**config.mk**
```make
export PLATFORM = sky130hd
export DESIGN_NAME = brb_ctrl
export DESIGN_NICKNAME = d
export VERILOG_FILES = /design/src/sv/brb_pkg.sv /design/src/sv/brb_ctrl.sv
export SDC_FILE = /design/constraint.sdc
export NUM_CORES = 1
export LEC_CHECK = 0
export ABC_AREA = 1
export ABC_CLOCK_PERIOD_IN_PS = 1000
export BUFFER_PORTS_ARGS = -buffer_cell sky130_fd_sc_hd__buf_2
export CAP_MARGIN = 20
export CORE_AREA = 2 2 39 41
export DETAILED_ROUTE_END_ITERATION = 7
export DIE_AREA = 0 0 41 43
export GPL_ROUTABILITY_DRIVEN = 0
export GPL_TIMING_DRIVEN = 0
export HOLD_SLACK_MARGIN = 0.03
export PLACE_DENSITY_LB_ADDON = 0.25
export REMOVE_ABC_BUFFERS = 1
export SETUP_SLACK_MARGIN = 0.3
export SLEW_MARGIN = 25
export SYNTH_ARGS = -nofsm -noshare
export SYNTH_HDL_FRONTEND = slang
export SYNTH_SLANG_ARGS = --single-unit
```
**constraint.sdc**
```tcl
create_clock -name clk -period 1 [get_ports clk]
set_input_delay 0.15 -clock clk [delete_from_list [all_inputs] [get_ports clk]]
set_output_delay 0.15 -clock clk [all_outputs]
set_load 0.02 [all_outputs]
```
**src/sv/brb_pkg.sv**
```systemverilog
`timescale 1ns / 1ps

package brb_pkg;

	localparam int STORE_DEPTH    = 4096;
	localparam int MAX_READ_BURST = 64;

	localparam int IDX_W = $clog2(STORE_DEPTH);
	localparam int CNT_W = $clog2(STORE_DEPTH + 1);
	localparam int RD_W  = $clog2(MAX_READ_BURST + 1);

	localparam logic [2:0] CMD_RESERVE = 3'd0;
	localparam logic [2:0] CMD_WRITE   = 3'd1;
	localparam logic [2:0] CMD_READ    = 3'd2;
	localparam logic [2:0] CMD_REWIND  = 3'd3;
	localparam logic [2:0] CMD_CLEAR   = 3'd4;

	localparam logic [1:0] STATUS_OK     = 2'd0;
	localparam logic [1:0] STATUS_REJECT = 2'd1;
	localparam logic [1:0] STATUS_NONE   = 2'd2;

	// controller to datapath
	typedef struct packed {
		logic accept;
		logic read_step;
		logic rewind_apply;
	} brb_cmd_t;

	// datapath to controller
	typedef struct packed {
		logic rd_none;
		logic rd_last;
	} brb_stat_t;

endpackage

```
**src/sv/brb_ctrl.sv**
```systemverilog
`timescale 1ns / 1ps

module brb_ctrl (
	input  logic              clk,
	input  logic              arst_n,
	input  logic              start,
	input  logic [2:0]        cmd,
	input  brb_pkg::brb_stat_t stat,
	output logic              busy,
	output brb_pkg::brb_cmd_t ctl
);

	localparam logic [1:0] ST_IDLE   = 2'd0;
	localparam logic [1:0] ST_READ   = 2'd1;
	localparam logic [1:0] ST_REWIND = 2'd2;

	logic [1:0] state_q;
	logic [1:0] state_d;

	assign busy = (state_q != ST_IDLE);

	always_comb begin
		state_d          = state_q;
		ctl.accept       = 1'b0;
		ctl.read_step    = 1'b0;
		ctl.rewind_apply = 1'b0;
		case (state_q)
			ST_IDLE: begin
				if (start) begin
					ctl.accept = 1'b1;
					if (cmd == brb_pkg::CMD_READ && !stat.rd_none) begin
						state_d = ST_READ;
					end else if (cmd == brb_pkg::CMD_REWIND) begin
						state_d = ST_REWIND;
					end
				end
			end
			ST_READ: begin
				ctl.read_step = 1'b1;
				if (stat.rd_last) begin
					state_d = ST_IDLE;
				end
			end
			ST_REWIND: begin
				ctl.rewind_apply = 1'b1;
				state_d          = ST_IDLE;
			end
			default: begin
				state_d = ST_IDLE;
			end
		endcase
	end

	always_ff @(posedge clk or negedge arst_n) begin
		if (!arst_n) begin
			state_q <= ST_IDLE;
		end else begin
			state_q <= state_d;
		end
	end

endmodule

```
==> flow_results.xml <==
<?xml version="1.0" encoding="UTF-8"?>
<metrics>
  <group name="status">
    <metric name="run_status" unit="">complete, but fails checks</metric>
    <metric name="violations" unit="">setup timing</metric>
  </group>
  <group name="yosys">
    <metric name="ys_types" unit="">8</metric>
    <metric name="synth.cells.most_frequent" unit="">7 x sky130_fd_sc_hd__inv_1, 6 x sky130_fd_sc_hd__nand2_1, 4 x sky130_fd_sc_hd__nor2_1</metric>
    <metric name="netlist_top_cells_area" unit="">sky130_fd_sc_hd__dfrtp_1 36%, sky130_fd_sc_hd__inv_1 19%, sky130_fd_sc_hd__nand2_1 16%</metric>
    <metric name="yosys.area.top_type_share" unit="">0.3571</metric>
    <metric name="synth_largest_area_cell" unit="">sky130_fd_sc_hd__dfrtp_1</metric>
    <metric name="ys_async_sr_fraction" unit="">1.000</metric>
    <metric name="synth.yosys.warnings" unit="">0</metric>
    <metric name="synth_edf_count" unit="">0</metric>
    <metric name="synth_seq_cells" unit="">2</metric>
    <metric name="synthMostInstantiatedCell" unit="">sky130_fd_sc_hd__inv_1</metric>
    <metric name="synth_top_flop_cell" unit="">sky130_fd_sc_hd__dfrtp_1</metric>
    <metric name="syn_area" unit="sq um">140.1</metric>
    <metric name="yosysSeqAreaShare" unit="">0.3571</metric>
    <metric name="synthesis.instances" unit="">23</metric>
    <metric name="syn_avg_cell_area" unit="sq um">6.093</metric>
  </group>
  <group name="pwr">
    <metric name="power-per-cell-area" unit="nW/um^2">1143</metric>
    <metric name="fin_total_pwr" unit="W">0.0003605</metric>
    <metric name="ir_worst_vdd" unit="mV">0.2393</metric>
    <metric name="power_leakage" unit="nW">0.1831</metric>
  </group>
  <group name="sta">
    <metric name="final-hold-violation-count" unit="">0</metric>
    <metric name="worst-slew-pin-transition" unit="ns">0.1489</metric>
    <metric name="period_minus_slack" unit="ns">1.166</metric>
    <metric name="skew" unit="ns">0.004234</metric>
    <metric name="relative_slew_margins" unit="">0.9008</metric>
    <metric name="whs" unit="ns">0.1806</metric>
    <metric name="clock.fmax" unit="MHz">857.8</metric>
    <metric name="fin_ws" unit="ns">-0.1658</metric>
    <metric name="grt_setup_unrepaired" unit="">true</metric>
    <metric name="period_share" unit="">1.166</metric>
    <metric name="finalSetupViolations" unit="">5</metric>
    <metric name="slew_violations" unit="">0</metric>
    <metric name="tns" unit="ns">-0.5617</metric>
  </group>
  <group name="drt">
    <metric name="routed_wirelength" unit="um">381</metric>
    <metric name="route.detailed.wl_per_inst" unit="um">6.684</metric>
    <metric name="num_vias" unit="">191</metric>
    <metric name="ant_nets" unit="">0</metric>
    <metric name="drt_first_pass_iters" unit="">1</metric>
    <metric name="remaining_drc_errors" unit="">0</metric>
    <metric name="post_drt_via_cell_ratio" unit="">3.351</metric>
    <metric name="drt-initial-drc-count" unit="">0</metric>
  </group>
  <group name="placement">
    <metric name="dp.final_hpwl" unit="um">278.4</metric>
    <metric name="portBuffers" unit="">11</metric>
    <metric name="place.detailed.instances" unit="">50</metric>
  </group>
  <group name="clock_tree">
    <metric name="numClockSinks" unit="">2</metric>
    <metric name="cts-buffers-inserted" unit="">3</metric>
    <metric name="cts_tree" unit="">done</metric>
    <metric name="clock_latency" unit="ns">0.23</metric>
    <metric name="clock_tree.root_cell" unit="">sky130_fd_sc_hd__clkbuf_4</metric>
    <metric name="cts.clk_slew.worst_paths" unit="ns">0.03</metric>
    <metric name="clock_path_buffers" unit="">2</metric>
    <metric name="cts_htree_levels" unit="">1</metric>
  </group>
  <group name="layout">
    <metric name="final_layout_size_suffix_gt1_frac" unit="">0.5854</metric>
    <metric name="reg_top3" unit="">state_q x2</metric>
    <metric name="post_layout_nonfiller_instances" unit="">57</metric>
    <metric name="antenna_cells_inserted" unit="">0</metric>
    <metric name="final_core_util" unit="">0.2278</metric>
    <metric name="largest_reg_flops" unit="">2</metric>
    <metric name="area_growth_syn_to_layout" unit="%">125.0</metric>
    <metric name="layout.filler_cells" unit="">159</metric>
    <metric name="regMostFlops" unit="">state_q</metric>
    <metric name="finalNetCount" unit="">51</metric>
  </group>
  <group name="global_route">
    <metric name="track_usage" unit="">0.06024</metric>
    <metric name="largest_net_degree_at_the_start_of_global_routing" unit="">5</metric>
    <metric name="globalRoute.totalOverflow" unit="">0</metric>
    <metric name="grt_antenna_before_repair" unit="">0</metric>
    <metric name="global_route_wire_length_before_repair" unit="um">614</metric>
    <metric name="via_count_of_the_first_global_routing_pass" unit="">184</metric>
  </group>
  <group name="floorplanning">
    <metric name="design.core.area" unit="sq um">1384</metric>
    <metric name="die_y" unit="um">43</metric>
    <metric name="die_area" unit="sq um">1763</metric>
    <metric name="io-pin-count" unit="">12</metric>
    <metric name="placement_rows" unit="">14</metric>
    <metric name="die_width" unit="um">41</metric>
    <metric name="starting_density" unit="">0.1013</metric>
  </group>
  <group name="setup_path">
    <metric name="critical_path_peak_fanout" unit="">4</metric>
    <metric name="crit_arrival" unit="ns">1.02</metric>
    <metric name="worst_r2r_path_depth" unit="">5</metric>
    <metric name="start_kind" unit="">flop</metric>
    <metric name="worst_ep_required_time" unit="ns">0.85</metric>
    <metric name="critical_path_capture_point_type" unit="">output pin</metric>
    <metric name="type_of_the_worst_setup_path" unit="">reg2out</metric>
  </group>
  <group name="hold_path">
    <metric name="min_delay_path_depth" unit="">3</metric>
    <metric name="hold_removal_path_class" unit="">in2reg</metric>
  </group>
  <group name="flow_run">
    <metric name="drv_cap" unit="">0</metric>
  </group>
</metrics>
[cell families (layout without fill, tap and decap cells)]
family                 after synthesis  count (layout)  share of synthesized area
buffers and inverters                7              25                     0.1875
AOI/OAI and AO/OA                    1               1                    0.03568
DFF                                  2               2                     0.3572
and+or+nand+nor                     13              13                     0.4196
[critical path, stage by stage (launching register included)]
cell,delay (ns)
sky130_fd_sc_hd__dfrtp_1,0.40
sky130_fd_sc_hd__nor2_4,0.16
sky130_fd_sc_hd__nand2_2,0.07
sky130_fd_sc_hd__inv_2,0.05
sky130_fd_sc_hd__buf_6,0.10
[worst paths after layout]
check                      slack [ns]        from          to
setup reg to reg                -0.05  state_q[1]  state_q[0]
min in group asynchronous        0.24      arst_n  state_q[0]
max in group asynchronous        0.66      arst_n  state_q[1]
hold / removal                   0.18      cmd[0]  state_q[1]
hold reg to reg                  0.61  state_q[0]  state_q[1]
setup / recovery                -0.17  state_q[1]      ctl[2]
[layout make-up]
cell class,instances,area (sq um),share of cell area
clock buffers,3,22.52,0.07143
inverters,7,26.28,0.08333
multi-input cells,14,87.58,0.2778
flip-flops and latches,2,50.05,0.1587
well taps,16,20.02,0.06349
repair buffers,15,108.9,0.3452
[layer usage]
metal | up-vias | wire length (um) | global-route usage
li1 | 101 | - | -
met1 | 82 | 136 | 0.05145
met2 | 8 | 202 | 0.08125
met3 | 0 | 41 | 0.03141
met4 | 0 | 0 | 0.08000
met5 | - | 0 | 0
[what timing repair did]
action	CTS	global route
resized for setup	14	0
hold endpoints to repair	2	0
pin swaps	4	2
setup endpoints to repair	6	6
hold buffers	1	0
setup buffers	2	1
[layout by cell type, fill, tap and decap left out]
cell type	count
sky130_fd_sc_hd__inv_2	1
sky130_fd_sc_hd__nor2_4	2
sky130_fd_sc_hd__nand2_1	5
sky130_fd_sc_hd__buf_2	7
sky130_fd_sc_hd__nor3_2	1
sky130_fd_sc_hd__nor2_1	3
sky130_fd_sc_hd__dfrtp_1	2
sky130_fd_sc_hd__inv_1	6
sky130_fd_sc_hd__buf_6	3
sky130_fd_sc_hd__clkbuf_4	3
sky130_fd_sc_hd__nand2_2	1
sky130_fd_sc_hd__nand3_2	1
sky130_fd_sc_hd__buf_4	4
sky130_fd_sc_hd__o21ai_2	1
sky130_fd_sc_hd__dlygate4sd3_1	1
[power by group]
part | leakage (nW) | internal (W) | total, W | switching (W)
clock | 0.0138 | 0.000133 | 0.000182 | 0.0000496
sequential | 0.0275 | 0.0000842 | 0.0000875 | 0.00000329
combinational | 0.142 | 0.0000478 | 0.0000906 | 0.0000428
total | 0.183 | 0.000265 | 0.000360 | 0.0000957
[stage by stage]
step                instance area, sq um  setup WS, ns
floorplan                          140.1        0.1000
global placement                   215.2      -0.02416
detailed placement                 215.2      -0.02294
CTS                                307.8       -0.1853
global route                       315.3       -0.2202
finish                             315.3       -0.1658
Note: power is estimated with default switching activity, not from simulation.
